--- config.mk ---
export PLATFORM = sky130hd
export DESIGN_NAME = word_splitter_top
export DESIGN_NICKNAME = d
export VERILOG_FILES = /design/src/design/wsplit_pkg.sv /design/src/design/wsplit_front.sv /design/src/design/wsplit_queue.sv /design/src/design/word_splitter_top.sv
export SDC_FILE = /design/constraint.sdc
export NUM_CORES = 1
export LEC_CHECK = 0
export CORE_MARGIN = 4
export CORE_UTILIZATION = 60
export CTS_BUF_LIST = sky130_fd_sc_hd__clkbuf_4 sky130_fd_sc_hd__clkbuf_8
export DETAILED_ROUTE_END_ITERATION = 10
export DONT_BUFFER_PORTS = 1
export HOLD_SLACK_MARGIN = 0.02
export PLACE_DENSITY = 0.76
export SLEW_MARGIN = 20
export SYNTH_ARGS = -nofsm -noshare
export SYNTH_HDL_FRONTEND = slang
export SYNTH_SLANG_ARGS = --single-unit
--- constraint.sdc ---
create_clock -name clk -period 3.96 [get_ports clk]
set_clock_uncertainty 0.2 [all_clocks]
set_input_delay 0.792 -clock clk [delete_from_list [all_inputs] [get_ports clk]]
set_output_delay 0.792 -clock clk [all_outputs]
set_load 0.05 [all_outputs]
--- src/design/wsplit_pkg.sv ---
`default_nettype none

package wsplit_pkg;

	localparam int BLANK_SLOTS = 8;
	localparam int SEP_SLOTS   = 8;
	localparam int QUEUE_DEPTH = 4;
	localparam int Q_PTR_W     = $clog2(QUEUE_DEPTH);
	localparam int Q_CNT_W     = $clog2(QUEUE_DEPTH + 1);

	localparam logic [2:0] CFG_BLANK_LIST   = 3'd0;
	localparam logic [2:0] CFG_SEP_LOW      = 3'd1;
	localparam logic [2:0] CFG_SEP_HIGH     = 3'd2;
	localparam logic [2:0] CFG_STRING_OPEN  = 3'd3;
	localparam logic [2:0] CFG_STRING_CLOSE = 3'd4;

	localparam logic [7:0] QUOTE_RESET = 8'd34;

	typedef enum logic [1:0] {
		MODE_IDLE   = 2'd0,
		MODE_PLAIN  = 2'd1,
		MODE_STRING = 2'd2,
		MODE_SEP    = 2'd3
	} mode_t;

	typedef enum logic [1:0] {
		KIND_PLAIN  = 2'd0,
		KIND_STRING = 2'd1,
		KIND_SEP    = 2'd2
	} kind_t;

	typedef struct packed {
		logic [7:0] ch;
		logic       last;
		kind_t      kind;
	} entry_t;

	typedef struct packed {
		logic [1:0] cnt;
		entry_t     e0;
		entry_t     e1;
	} push_t;

endpackage

`default_nettype wire

--- src/design/wsplit_front.sv ---
`default_nettype none

module wsplit_front import wsplit_pkg::*; (
	input  logic        clk,
	input  logic        arst_n,
	input  logic        in_valid,
	output logic        in_ready,
	input  logic [7:0]  in_char,
	input  logic        cfg_wr_en,
	input  logic [2:0]  cfg_index,
	input  logic [63:0] cfg_data,
	input  logic        room,
	output push_t       push
);

	logic [63:0]  blank_q;
	logic [63:0]  sep_low_q;
	logic [63:0]  sep_high_q;
	logic [7:0]   open_q;
	logic [7:0]   close_q;
	mode_t        mode_q;
	mode_t        mode_d;
	mode_t        start_mode;
	logic [7:0]   held_q;
	logic         accept;
	logic         c_zero;
	logic         c_blank;
	logic         c_sep_beg;
	logic         pair_hit;
	logic [127:0] sep_all;
	kind_t        cur_kind;

	assign in_ready = room;
	assign accept   = in_valid && room;
	assign c_zero   = (in_char == 8'd0);
	assign sep_all  = {sep_high_q, sep_low_q};

	// set membership: parallel compare against every slot, zero slots skipped
	always_comb begin
		c_blank   = 1'b0;
		c_sep_beg = 1'b0;
		pair_hit  = 1'b0;
		for (int k = 0; k < BLANK_SLOTS; k++) begin
			if (blank_q[8*k +: 8] != 8'd0 && blank_q[8*k +: 8] == in_char)
				c_blank = 1'b1;
		end
		for (int k = 0; k < SEP_SLOTS; k++) begin
			if (sep_all[16*k +: 16] != 16'd0) begin
				if (sep_all[16*k +: 8] == in_char)
					c_sep_beg = 1'b1;
				if (sep_all[16*k +: 16] == {in_char, held_q})
					pair_hit = 1'b1;
			end
		end
	end

	always_comb begin
		if (c_zero || c_blank)
			start_mode = MODE_IDLE;
		else if (in_char == open_q)
			start_mode = MODE_STRING;
		else if (c_sep_beg)
			start_mode = MODE_SEP;
		else
			start_mode = MODE_PLAIN;
	end

	// next state
	always_comb begin
		mode_d = mode_q;
		if (accept) begin
			unique case (mode_q)
				MODE_STRING: begin
					if (c_zero || in_char == close_q)
						mode_d = MODE_IDLE;
					else
						mode_d = MODE_STRING;
				end
				MODE_SEP: begin
					if (c_zero || pair_hit)
						mode_d = MODE_IDLE;
					else
						mode_d = start_mode;
				end
				MODE_PLAIN: begin
					if (c_zero)
						mode_d = MODE_IDLE;
					else if (c_sep_beg || c_blank)
						mode_d = start_mode;
					else
						mode_d = MODE_PLAIN;
				end
				default: mode_d = start_mode;
			endcase
		end
	end

	always_comb begin
		unique case (mode_q)
			MODE_STRING: cur_kind = KIND_STRING;
			MODE_SEP:    cur_kind = KIND_SEP;
			default:     cur_kind = KIND_PLAIN;
		endcase
	end

	// outputs: held byte first, then the current byte when it closes a pair
	always_comb begin
		push.cnt     = 2'd0;
		push.e0.ch   = held_q;
		push.e0.last = 1'b1;
		push.e0.kind = cur_kind;
		push.e1.ch   = in_char;
		push.e1.last = 1'b1;
		push.e1.kind = cur_kind;
		if (accept) begin
			unique case (mode_q)
				MODE_STRING: begin
					push.cnt     = 2'd1;
					push.e0.last = c_zero;
					if (!c_zero && in_char == close_q)
						push.cnt = 2'd2;
				end
				MODE_SEP: begin
					push.cnt = 2'd1;
					if (!c_zero && pair_hit) begin
						push.cnt     = 2'd2;
						push.e0.last = 1'b0;
					end
				end
				MODE_PLAIN: begin
					push.cnt     = 2'd1;
					push.e0.last = c_zero || c_sep_beg || c_blank;
				end
				default: push.cnt = 2'd0;
			endcase
		end
	end

	always_ff @(posedge clk or negedge arst_n) begin
		if (!arst_n) begin
			mode_q <= MODE_IDLE;
		end else begin
			mode_q <= mode_d;
		end
	end

	// held byte only matters while a word is open
	always_ff @(posedge clk) begin
		if (accept)
			held_q <= in_char;
	end

	always_ff @(posedge clk or negedge arst_n) begin
		if (!arst_n) begin
			blank_q    <= '0;
			sep_low_q  <= '0;
			sep_high_q <= '0;
			open_q     <= QUOTE_RESET;
			close_q    <= QUOTE_RESET;
		end else if (cfg_wr_en) begin
			unique case (cfg_index)
				CFG_BLANK_LIST:   blank_q    <= cfg_data;
				CFG_SEP_LOW:      sep_low_q  <= cfg_data;
				CFG_SEP_HIGH:     sep_high_q <= cfg_data;
				CFG_STRING_OPEN:  open_q     <= cfg_data[7:0];
				CFG_STRING_CLOSE: close_q    <= cfg_data[7:0];
				default: ;
			endcase
		end
	end

endmodule

`default_nettype wire

--- src/design/wsplit_queue.sv ---
`default_nettype none

module wsplit_queue import wsplit_pkg::*; (
	input  logic   clk,
	input  logic   arst_n,
	input  push_t  push,
	input  logic   out_ready,
	output logic   out_valid,
	output entry_t head,
	output logic   room
);

	entry_t               entries_q [QUEUE_DEPTH];
	logic [Q_PTR_W-1:0]   wr_ptr_q;
	logic [Q_PTR_W-1:0]   rd_ptr_q;
	logic [Q_CNT_W-1:0]   count_q;
	logic [Q_PTR_W-1:0]   wr_ptr_nx;
	logic                 pop;

	assign out_valid = (count_q != '0);
	assign head      = entries_q[rd_ptr_q];
	assign pop       = out_valid && out_ready;
	assign room      = (count_q <= Q_CNT_W'(QUEUE_DEPTH - 2));
	assign wr_ptr_nx = wr_ptr_q + Q_PTR_W'(1);

	always_ff @(posedge clk) begin
		if (push.cnt != 2'd0)
			entries_q[wr_ptr_q] <= push.e0;
		if (push.cnt == 2'd2)
			entries_q[wr_ptr_nx] <= push.e1;
	end

	always_ff @(posedge clk or negedge arst_n) begin
		if (!arst_n) begin
			wr_ptr_q <= '0;
			rd_ptr_q <= '0;
			count_q  <= '0;
		end else begin
			wr_ptr_q <= wr_ptr_q + Q_PTR_W'(push.cnt);
			if (pop)
				rd_ptr_q <= rd_ptr_q + Q_PTR_W'(1);
			count_q <= count_q + Q_CNT_W'(push.cnt) - Q_CNT_W'(pop);
		end
	end

endmodule

`default_nettype wire

--- src/design/word_splitter_top.sv ---
// Throughput: one input byte per cycle while the queue has room. A byte that completes two result
//   bytes queues both; the output drains one per cycle while out_ready is high.
// A result is written into the queue registers before it reaches the output;
//   the first byte of a word waits for the next input byte.
// Input stalls only while fewer than two slots of the 4-entry queue are free.
// Reset (arst_n low): queue empty, splitter idle, quotes back to 34, lists cleared.
`default_nettype none

module word_splitter_top import wsplit_pkg::*; (
	input  logic        clk,
	input  logic        arst_n,
	input  logic        in_valid,
	output logic        in_ready,
	input  logic [7:0]  in_char,
	output logic        out_valid,
	input  logic        out_ready,
	output logic [7:0]  out_char,
	output logic        word_end,
	output logic [1:0]  word_kind,
	input  logic        cfg_wr_en,
	input  logic [2:0]  cfg_index,
	input  logic [63:0] cfg_data
);

	push_t  push;
	entry_t head;
	logic   room;

	wsplit_front front_i (
		.clk       (clk),
		.arst_n    (arst_n),
		.in_valid  (in_valid),
		.in_ready  (in_ready),
		.in_char   (in_char),
		.cfg_wr_en (cfg_wr_en),
		.cfg_index (cfg_index),
		.cfg_data  (cfg_data),
		.room      (room),
		.push      (push)
	);

	wsplit_queue queue_i (
		.clk       (clk),
		.arst_n    (arst_n),
		.push      (push),
		.out_ready (out_ready),
		.out_valid (out_valid),
		.head      (head),
		.room      (room)
	);

	assign out_char  = head.ch;
	assign word_end  = head.last;
	assign word_kind = head.kind;

endmodule

`default_nettype wire

=== Word level (Yosys, flattened, before mapping) ===
Memory sizes are Yosys's and may differ from the RTL's.
Index checks and enable logic that the tools add are counted.

* Input bits: 80
* Output and inout bits: 13
* Memories: 1
* Register bits: 225
* Logic and storage cells: 155
* Memory bits (writable): 44

{| class="wikitable"
|+ Memories
! memory !! words !! width !! read ports !! clocked after memory_dff !! wr ports !! RTL line !! source
|-
| queue_i.entries_q || 4 || 11 || 1 || 0 || 2 || wsplit_queue.sv:13 || <nowiki>entry_t entries_q [QUEUE_DEPTH];</nowiki>
|}

* $lt $le $gt $ge: 1
* Equality and inequality tests: 34
* Reductions and logical operators: 44
* $add $sub $neg: 5
* Multiplexer cells: 60

{| class="wikitable"
|+ Operators with widths
! cell !! number
|-
| == test 8 bit || 18
|-
| == test 16 bit || 8
|-
| nonzero test 16 bit || 8
|-
| nonzero test 8 bit || 8
|-
| 2-to-1 mux 1 bit || 46
|-
| 2-to-1 mux 2 bit || 10
|-
| logical AND 1 bit || 12
|-
| one-hot mux 2 bit (3 select lines) || 2
|-
| AND reduction 2 bit || 5
|-
| logical NOT 8 bit || 1
|-
| == test 2 bit (second input constant) || 3
|-
| == test 3 x 2 -> 1 bit (second input constant) || 2
|-
| logical OR 1 bit || 6
|-
| adder 2 x 1 -> 2 bit (second input constant) || 2
|-
| one-hot mux 2 bit (2 select lines) || 1
|-
| adder 3 x 2 -> 3 bit || 1
|-
| == test 3 x 1 -> 1 bit (second input constant) || 1
|-
| == test 3 bit (second input constant) || 1
|-
| less-or-equal comparator 3 x 2 -> 1 bit (second input constant) || 1
|-
| logical NOT 3 bit || 1
|-
| one-hot mux 1 bit (3 select lines) || 1
|-
| nonzero test 3 bit || 1
|-
| subtractor 3 x 1 -> 3 bit || 1
|-
| adder 2 bit || 1
|-
| 3 further kinds || 3
|}

=== Logic depth before layout (Yosys ltp) ===
Gate-level depths: netlist (run 1).

* Word-level depth: 24
* Mapped depth: 14
* Mapped depth without buffers: 12

=== By module ===
Synthesis (run 1) repeated with hierarchy kept, for this count alone.

* Cell total of the unflattened synthesis: 1124
* Area, all modules: 14699.1 um^2

{| class="wikitable"
|+ Modules (own cells, without submodules)
! module !! seq. area each (um^2) !! area an instance (um^2) !! times used !! cells an instance
|-
| wsplit_front || 5500.3 || 12044.1 || 1 || 978
|-
| wsplit_queue || 1496.4 || 2655.0 || 1 || 146
|}

=== Worst setup path after synthesis (run 1) ===
OpenSTA, ideal clock, no wires.

* Path kind: input port to flip-flop
* From: input in_char[7]
* To: register queue_i.count_q[2]
* Slack: 0.646 ns
* Arrival: 3.034 ns
* Required time: 3.680 ns
* Library setup time: 0.080 ns
* Stages on the path: 14
* Path buffers: 2
* Cell sequence: buf_6 -> buf_12 -> xor2_1 -> nor4_1 -> nand3_1 -> o22ai_2 -> nor4_4 -> nand2_4 -> nand4_1 -> ha_1 -> inv_1 -> fa_1 -> xnor2_1 -> xnor2_1

* Cells in the longest elaborated chain, start to end: 23
* Elaborated cells between the ends (all ways): 35
* Those cells by class: add/sub: 2; eq/ne: 9; mux: 20; reduce/logical: 4

{| class="wikitable"
|+ RTL lines
! what !! RTL line !! source
|-
| from (decl) || word_splitter_top.sv:14 || <nowiki>input logic [7:0] in_char,</nowiki>
|-
| == test 16 bit || wsplit_front.sv:51 || <nowiki>if (sep_all[16*k +: 16] == {in_char, held_q})</nowiki>
|-
| 2-to-1 mux 1 bit || wsplit_front.sv:51 ||
|-
| 2-to-1 mux 1 bit || wsplit_front.sv:48 || <nowiki>if (sep_all[16*k +: 16] != 16'd0) begin</nowiki>
|-
| 2-to-1 mux 1 bit || wsplit_front.sv:51 ||
|-
| 2-to-1 mux 1 bit || wsplit_front.sv:48 ||
|-
| 2-to-1 mux 1 bit || wsplit_front.sv:51 ||
|-
| 2-to-1 mux 1 bit || wsplit_front.sv:48 ||
|-
| 2-to-1 mux 1 bit || wsplit_front.sv:51 ||
|-
| [... 7 more ...] || - ||
|-
| 2-to-1 mux 1 bit || wsplit_front.sv:51 ||
|-
| 2-to-1 mux 1 bit || wsplit_front.sv:48 ||
|-
| logical AND 1 bit || wsplit_front.sv:125 || <nowiki>if (!c_zero && pair_hit) begin</nowiki>
|-
| 2-to-1 mux 2 bit || wsplit_front.sv:125 ||
|-
| one-hot mux 2 bit (3 select lines) * || wsplit_front.sv:116 || <nowiki>unique case (mode_q)</nowiki>
|-
| 2-to-1 mux 2 bit * || wsplit_front.sv:115 || <nowiki>if (accept) begin</nowiki>
|-
| adder 3 x 2 -> 3 bit * || wsplit_queue.sv:42 || <nowiki>count_q <= count_q + Q_CNT_W'(push.cnt) - Q_CNT_W'(pop);</nowiki>
|-
| subtractor 3 x 1 -> 3 bit * || wsplit_queue.sv:42 ||
|-
| to (signal assigned) || wsplit_queue.sv:42 ||
|-
| to (decl) || wsplit_queue.sv:16 || <nowiki>logic [Q_CNT_W-1:0] count_q;</nowiki>
|}

Every way passes the cells marked *; elsewhere a longest branch is shown, timed or not.
A chain may end at the register's enable or synchronous reset.

=== Final worst setup path (run 1) ===
* From: register front_i.held_q[4]
* To: register queue_i.count_q[2]

* Cells in the longest elaborated chain, start to end: 23
* Elaborated cells between the ends (all ways): 30
* Those cells by class: add/sub: 2; eq/ne: 8; mux: 19; reduce/logical: 1

{| class="wikitable"
|+ RTL lines
! what !! RTL line !! source
|-
| from (decl) || wsplit_front.sv:24 || <nowiki>logic [7:0] held_q;</nowiki>
|-
| from (signal assigned) || wsplit_front.sv:150 || <nowiki>held_q <= in_char;</nowiki>
|-
| == test 16 bit || wsplit_front.sv:51 ||
|-
| 2-to-1 mux 1 bit || wsplit_front.sv:51 ||
|-
| 2-to-1 mux 1 bit || wsplit_front.sv:48 ||
|-
| 2-to-1 mux 1 bit || wsplit_front.sv:51 ||
|-
| 2-to-1 mux 1 bit || wsplit_front.sv:48 ||
|-
| 2-to-1 mux 1 bit || wsplit_front.sv:51 ||
|-
| 2-to-1 mux 1 bit || wsplit_front.sv:48 ||
|-
| 2-to-1 mux 1 bit || wsplit_front.sv:51 ||
|-
| [... 7 more ...] || - ||
|-
| 2-to-1 mux 1 bit || wsplit_front.sv:51 ||
|-
| 2-to-1 mux 1 bit * || wsplit_front.sv:48 ||
|-
| logical AND 1 bit * || wsplit_front.sv:125 ||
|-
| 2-to-1 mux 2 bit * || wsplit_front.sv:125 ||
|-
| one-hot mux 2 bit (3 select lines) * || wsplit_front.sv:116 ||
|-
| 2-to-1 mux 2 bit * || wsplit_front.sv:115 ||
|-
| adder 3 x 2 -> 3 bit * || wsplit_queue.sv:42 ||
|-
| subtractor 3 x 1 -> 3 bit * || wsplit_queue.sv:42 ||
|}

Marks and branches as above.

==> summary.md, run 1 <==
| Metric | Value |
|---|---|
| Ordered cell list for the critical path | `xor2_1 -> nor4_1 -> nand3_1 -> o22ai_2 -> nor4_4 -> nand2_4 -> nand4_1 -> ha_1 -> inv_1 -> fa_1 -> xnor2_1 -> xnor2_1` |
| Overflow left after global routing | `0` |
| Peak supply drop | `about 0.40 mV` |
| Final critical delay including setup and external delays | `between 3 and 4 ns` |
| Final max-slew violation count | `0` |
| DRC marker count from the first detailed-route iteration | `~760` |
| Synth unique cells | `58` |
| Endpoint type of the worst setup path | `flip-flop` |
| Count of state elements after synthesis | `about 270` |
| Achievable clock frequency | `approximately 290 MHz` |
| Fraction of synthesis flops using an asynchronous set or reset pin | `80.7%` |
| Maximum level of the CTS H-tree | `2` |
| All-layer global routing usage | `between 20% and 30%` |
| Most frequent cell after synthesis | `sky130_fd_sc_hd__xor2_1` |
| Final clock period utilization by the worst path | `between 80 and 90%` |
| Initial core utilization | `61.4%` |
| Main area contributors after synthesis | `sky130_fd_sc_hd__dfrtp_1 (37%), sky130_fd_sc_hd__mux2_2 (16%), sky130_fd_sc_hd__xor2_1 (16%)` |
| Count of cells along the worst register-to-register path | `12` |
| Number of nets in the layout | `1194` |
| Slowest-stage cell, CP | `sky130_fd_sc_hd__edfxtp_1` |
| Synth top cells by count | `sky130_fd_sc_hd__xor2_1 (263), sky130_fd_sc_hd__dfrtp_1 (213), sky130_fd_sc_hd__mux2_2 (208)` |
| Number of flops mapped to enable cells by yosys | `48` |
| Classification of the worst setup path | `reg2reg` |
| CP peak stage delay | `0.88 ns` |
| Actual slew at the worst max-slew pin | `0.905 ns` |
| Antenna fix cells | `0` |
| Data required time at the worst endpoint | `between 4 and 5 ns` |
| Max clock buf depth | `3` |
| Full die area | `between 20000 and 30000 um^2` |
| Half-perimeter wire length after detailed placement | `23300 um` |
| TritonCTS clock tree | `done` |
| Signed area change from the synthesized netlist to the final layout | `5.91%` |
| Post-route worst hold slack | `-0.257 ns` |
| Number of instances in the synthesized netlist | `~1100` |
| Status | `finished with violations` |
| RSZ-0062 raised after global routing | `no` |
| Top-area cell type share of the netlist area | `between 30% and 40%` |
| Arr. time, crit path | `around 3.8 ns` |
| Placed inst area | `approximately 14000 um^2` |
| Most used flip-flop cell after synthesis | `sky130_fd_sc_hd__dfrtp_1` |
| Final Wtd Congestion | `0.926` |
| Cell area after layout | `~15000 um^2` |
| Number of top-level design ports | `slightly above 90` |
| Cell Count Post-Placement | `between 1000 and 1500` |
| Quantity of gates resized following cts | `0` |
| Number of endpoints failing setup at the final stage | `0` |
| Die width | `163 um` |
| Violated checks | `negative hold slack` |
| Sequential area share after synthesis | `48.0%` |
| Layout Cells excl Fill | `1457` |
| DRT antenna net count | `0` |
| Fraction of final layout cells with drive strength greater than 1 | `approximately 30%` |
| Wire length of the first global-routing pass | `about 56000 um` |
| Via count of the first global-routing pass | `9713` |
| Clock latency on the worst-skew pair | `0.55 ns` |
| Post-CTS setup-driven buffer insertion count | `0` |
| Max Fanout on Critical Path | `12` |
| Placement row count | `56` |
| Routed via count | `around 9200` |
| Cell mode on critical path | `sky130_fd_sc_hd__xnor2_1` |
| Aggregate routed wire length | `35700 um` |
| Path category of the worst min-delay check | `in2async` |
| Netlist area before placement | `about 14000 um^2` |
| Number of max-cap violations | `0` |
| Core area | `23600 um^2` |
| Post-synthesis average cell area | `approximately 13 um^2` |
| Power Density | `571 nW/um^2` |
| Post-placement setup slack | `roughly 0.50 ns` |
| Worst Setup SP | `front_i.held_q[4]` |
| Largest net degree at the start of global routing | `approximately 220` |
| Initial antenna violation count | `0` |
| Routed vias/inst | `roughly 6.3` |
| Final critical-path setup slack | `0.459 ns` |
| Final-layout setup total negative slack | `0 ns` |
| Chip height | `163 um` |
| Clk slew on worst S/H paths | `about 0.060 ns` |
| Final hold violation count | `~220` |
| Normalized max-slew margin | `roughly 40%` |
| Routed wirelength normalized by instance count | `approximately 24 um` |
| Num Clock Sinks | `~270` |
| Worst Setup Start Kind | `flip-flop` |
| CTS Root Buffer Type | `sky130_fd_sc_hd__clkbuf_8` |
| Input/output buffers | `0` |
| Yosys warning count | `0` |
| Cell type with the highest aggregate area in the netlist | `sky130_fd_sc_hd__dfrtp_1` |
| Pleak | `between 0.006 and 0.007 uW` |
| Synthesized net count | `roughly 1200` |
| Worst reg2reg path startpoint | `front_i.held_q[4]` |
| First-pass iteration count of the detailed router | `5` |
| Number of CTS-inserted buffers | `44` |
| Number of remaining DRC errors | `0` |
==> cells by family after synthesis <==
logic type	after synthesis	share of synthesized area (%)
AO/OA/AOI/OAI	79	4.72
XOR/XNOR	273	16.6
adder cells (fa/ha/maj)	5	0.484
buffers and inverters	81	4.01
flip-flops	269	48.0
multiplexers	219	17.9
AND/OR/NAND/NOR	198	8.34
==> cells in the final DEF (no fill, tap or decap), types with 3 or more instances in the layout <==
cell type and instances:
sky130_fd_sc_hd__nand3_1 18, sky130_fd_sc_hd__or2_2 4, sky130_fd_sc_hd__mux4_2 11, sky130_fd_sc_hd__clkinv_2 4, sky130_fd_sc_hd__nor3_1 7, sky130_fd_sc_hd__dfstp_2 4, sky130_fd_sc_hd__nand2_1 21, sky130_fd_sc_hd__clkbuf_4 19
sky130_fd_sc_hd__nor2_1 5, sky130_fd_sc_hd__nand4_1 12, sky130_fd_sc_hd__o21ai_0 6, sky130_fd_sc_hd__and4_4 4, sky130_fd_sc_hd__dfxtp_1 4, sky130_fd_sc_hd__xnor2_1 9, sky130_fd_sc_hd__or2_1 4, sky130_fd_sc_hd__dfrtp_1 213
sky130_fd_sc_hd__xor2_1 263, sky130_fd_sc_hd__ha_1 4, sky130_fd_sc_hd__a22o_1 33, sky130_fd_sc_hd__edfxtp_1 48, sky130_fd_sc_hd__mux2_2 208, sky130_fd_sc_hd__o21ba_1 8, sky130_fd_sc_hd__o22ai_2 4, sky130_fd_sc_hd__nor4_1 100
sky130_fd_sc_hd__o211ai_1 4, sky130_fd_sc_hd__buf_4 10, sky130_fd_sc_hd__clkbuf_8 51, sky130_fd_sc_hd__a21oi_1 9, sky130_fd_sc_hd__a2bb2oi_2 4, sky130_fd_sc_hd__or4_1 3, sky130_fd_sc_hd__inv_1 8
==> state kept, by name (all words and copies together) (netlist names), 3 cells and up <==
name,cells
front_i.held_q,8
front_i.close_q,8
queue_i.entries_q,44
front_i.sep_low_q,64
queue_i.count_q,3
front_i.sep_high_q,64
front_i.open_q,8
front_i.blank_q,64
==> per-layer routing <==
| metal | vias to the layer above | part of all wire [%] | global-route usage, % |
|---|---|---|---|
| li1 | 4048 | - | - |
| met1 | 4696 | 41 | 35.3 |
| met2 | 342 | 48 | 44.9 |
| met3 | 84 | 7.3 | 6.89 |
| met4 | 0 | 3.0 | 8.54 |
| met5 | - | 0 | 0 |
==> worst paths after layout <==
path	endpoint	slack, ns
hold / removal	front_i.close_q[6]	-0.26
setup / recovery	queue_i.count_q[2]	0.46
min in group clk	front_i.held_q[6]	0.15
setup reg to reg	queue_i.count_q[2]	0.46
max in group asynchronous	front_i.sep_high_q[11]	3.29
hold reg to reg	queue_i.count_q[2]	0.30
==> report_power, final <==
group | internal (uW) | total [uW] | switching [uW]
registers | 3440 | 4250 | 812
clock network | 1410 | 2470 | 1060
logic | 1050 | 2050 | 993
==> cell type report <==
class	instances	area, um^2
multi-input combinational	774	6970
timing repair buffer	11	95.1
sequential	269	6960
tap	319	399
clock inverter	5	50.0
fill	1765	8270
clock buffer	70	845
inverter	9	33.8
==> through the flow <==
stage	utilization, %	power (uW)
floorplan	-	5920
global placement	61.2	6250
detailed placement	61.2	6330
CTS	65.0	8810
global route	65.0	9200
finish	65.0	8760
==> critical path, delay by kind of cell, from the launching register on <==
| kind | cells | cell delay [ns] |
|---|---|---|
| buffers and inverters | 1 | 0.04 |
| AND/OR/NAND/NOR | 5 | 0.88 |
| flip-flops | 1 | 0.88 |
| XOR/XNOR | 3 | 0.51 |
| adder cells (fa/ha/maj) | 2 | 0.70 |
| AO/OA/AOI/OAI | 1 | 0.21 |
No activity file was read; power rests on OpenSTA's default activity.
==> run 2, diff against run 1 <==
--- a/config.mk
+++ b/config.mk
@@ -10,8 +10,9 @@
 export CTS_BUF_LIST = sky130_fd_sc_hd__clkbuf_4 sky130_fd_sc_hd__clkbuf_8
 export DETAILED_ROUTE_END_ITERATION = 10
 export DONT_BUFFER_PORTS = 1
+export GPL_ROUTABILITY_DRIVEN = 0
 export HOLD_SLACK_MARGIN = 0.02
-export PLACE_DENSITY = 0.76
+export PLACE_DENSITY_LB_ADDON = 0.25
 export SLEW_MARGIN = 20
 export SYNTH_ARGS = -nofsm -noshare
 export SYNTH_HDL_FRONTEND = slang
==> summary.md, run 2 (synthesis gave the netlist of run 1 again) <==
| Metric | Value |
|---|---|
| Initial core utilization | `61.4%` |
| Internal Power | `approximately 6100 uW` |
| Signed area change from the synthesized netlist to the final layout | `6.88%` |
| RSZ-0062 raised after global routing | `no` |
| Routed vias/inst | `about 6.3` |
| Max clock buf depth | `3` |
| Placement row count | `56` |
| DRC marker count from the first detailed-route iteration | `between 700 and 800` |
| Classification of the worst setup path | `reg2reg` |
| Path category of the worst min-delay check | `in2async` |
| Initial antenna violation count | `0` |
| Post-route worst hold slack | `-0.265 ns` |
| Final cell utilization of the core | `65.6%` |
| Chip height | `around 160 um` |
| Antenna fix cells | `0` |
| Top flop regs | `front_i.blank_q: 64 flops, front_i.sep_high_q: 64 flops, front_i.sep_low_q: 64 flops` |
| Maximum level of the CTS H-tree | `2` |
| Full die area | `26700 um^2` |
| Via count of the first global-routing pass | `9667` |
| Status | `finished with violations` |
| Normalized max-slew margin | `between 30% and 40%` |
| Number of top-level design ports | `just over 90` |
| Aggregate routed wire length | `around 36000 um` |
| Violated checks | `negative hold slack` |
| Worst Setup Start Kind | `flip-flop` |
| Routed via count | `between 9000 and 10000` |
| CTS Root Buffer Type | `sky130_fd_sc_hd__clkbuf_8` |
| Actual slew at the worst max-slew pin | `between 0.9 and 1 ns` |
| Final critical delay including setup and external delays | `roughly 3.4 ns` |
| Final clock period utilization by the worst path | `a little under nine tenths` |
| Half-perimeter wire length after detailed placement | `23700 um` |
| All-layer global routing usage | `approximately 28%` |
| Final-layout setup total negative slack | `0 ns` |
| Die width | `about 160 um` |
| Post-CTS setup-driven buffer insertion count | `0` |
| Number of endpoints failing setup at the final stage | `0` |
| Final hold violation count | `217` |
| Final critical-path setup slack | `about 0.55 ns` |
| Sequential power share | `between 40% and 50%` |
| Largest net degree at the start of global routing | `approximately 220` |
| Power Density | `around 580 nW/um^2` |
| Count of cells along the worst register-to-register path | `12` |
| Switch share | `32.8%` |
| Pleak | `0.00636 uW` |
| Ordered cell list for the critical path | `xor2_1 -> nor4_1 -> nand2_1 -> o22ai_2 -> nor4_4 -> nand2_4 -> nand4_1 -> ha_1 -> inv_1 -> fa_1 -> xnor2_1 -> xnor2_1` |
| First-pass iteration count of the detailed router | `5` |
| TritonCTS clock tree | `done` |
| Num Clock Sinks | `about 270` |
| Fraction of final layout cells with drive strength greater than 1 | `30.5%` |
| DRT antenna net count | `0` |
| Most frequent cells in the layout | `sky130_fd_sc_hd__xor2_1 (263), sky130_fd_sc_hd__dfrtp_1 (213), sky130_fd_sc_hd__mux2_2 (208), sky130_fd_sc_hd__nor4_1 (100), sky130_fd_sc_hd__clkbuf_8 (63)` |
| Number of CTS-inserted buffers | `46` |
| Slowest-stage cell, CP | `sky130_fd_sc_hd__edfxtp_1` |
| Clk slew on worst S/H paths | `0.06 ns` |
| Post-placement setup slack | `~0.60 ns` |
| Switching power summed over all nets | `2960 uW` |
| Quantity of gates resized following cts | `0` |
| Peak supply drop | `~0.39 mV` |
| Comb power frac | `22.8%` |
| Number of nets in the layout | `approximately 1200` |
| Max Fanout on Critical Path | `12` |
| Achievable clock frequency | `slightly below 300 MHz` |
| Overall power consumption | `around 9000 uW` |
| Arr. time, crit path | `about 3.7 ns` |
| Final max-slew violation count | `0` |
| Wire length of the first global-routing pass | `between 50000 and 60000 um` |
| Number of remaining DRC errors | `0` |
| Cell mode on critical path | `sky130_fd_sc_hd__xnor2_1` |
| Data required time at the worst endpoint | `4.24 ns` |
| Input/output buffers | `0` |
| Routed wirelength normalized by instance count | `24.7 um` |
| CP peak stage delay | `0.82 ns` |
| Core area | `around 24000 um^2` |
| Endpoint type of the worst setup path | `flip-flop` |
| Clock power frac | `a little under a third` |
| Overflow left after global routing | `0` |
| Number of max-cap violations | `0` |
| Commonest non-fill, non-tap cell in the layout | `sky130_fd_sc_hd__xor2_1` |
| Clock latency on the worst-skew pair | `around 0.56 ns` |
## run 2: area by class of cell
type                            instances  area (um^2)
Clock inverter                          6         41.3
Clock buffer                           80          995
Tap cell                              319          399
Multi-Input combinational cell        774         6970
Fill cell                            1756         8130
Sequential cell                       269         6960
Inverter                                9         33.8
Timing Repair Buffer                   11         95.1
## run 2: critical path: cells and delay by family (launching register included)
family | cells | cell delay, ns
fa+ha+maj | 2 | 0.69
xor+xnor | 3 | 0.48
buf+inv | 1 | 0.04
simple gates | 5 | 0.85
flops | 1 | 0.82
compound gates | 1 | 0.23
## run 2: metal layers
| layer | track usage (%) | up-vias | part of all wire, % | wire length, um |
|---|---|---|---|---|
| met2 | 46.0 | 351 | 49 | 17900 |
| met4 | 7.43 | 0 | 2.1 | 763 |
| met3 | 6.26 | 75 | 7.4 | 2690 |
| met1 | 37.2 | 4782 | 41 | 14900 |
| met5 | 0 | - | 0 | 0 |
| li1 | - | 4055 | - | - |
## run 2: path summary, 6_finish.rpt
path                               startpoint  slack, ns                   to
max in group asynchronous              arst_n       3.40  front_i.blank_q[43]
min reg2reg                queue_i.count_q[2]       0.30   queue_i.count_q[2]
min                                    arst_n      -0.27   front_i.close_q[4]
min in group clk                   in_char[1]       0.14    front_i.held_q[1]
max reg2reg                 front_i.held_q[5]       0.55   queue_i.count_q[2]
max                         front_i.held_q[5]       0.55   queue_i.count_q[2]
## run 2: through the flow
stage,instance area (um^2),cells
2_1_floorplan,14500,1124
3_3_place_gp,14500,1382
3_5_place_dp,14500,1382
4_1_cts,15500,1468
5_1_grt,15500,1468
6_report,15500,1468
## run 2: power by group through the flow
stage | sequential [uW] | combinational [uW] | clock [uW]
floorplan | 3920 | 2000 | 0
global placement | 4270 | 1990 | 0
detailed placement | 4290 | 2050 | 0
CTS | 4250 | 2070 | 2760
global route | 4340 | 2250 | 2910
finish | 4260 | 2060 | 2720
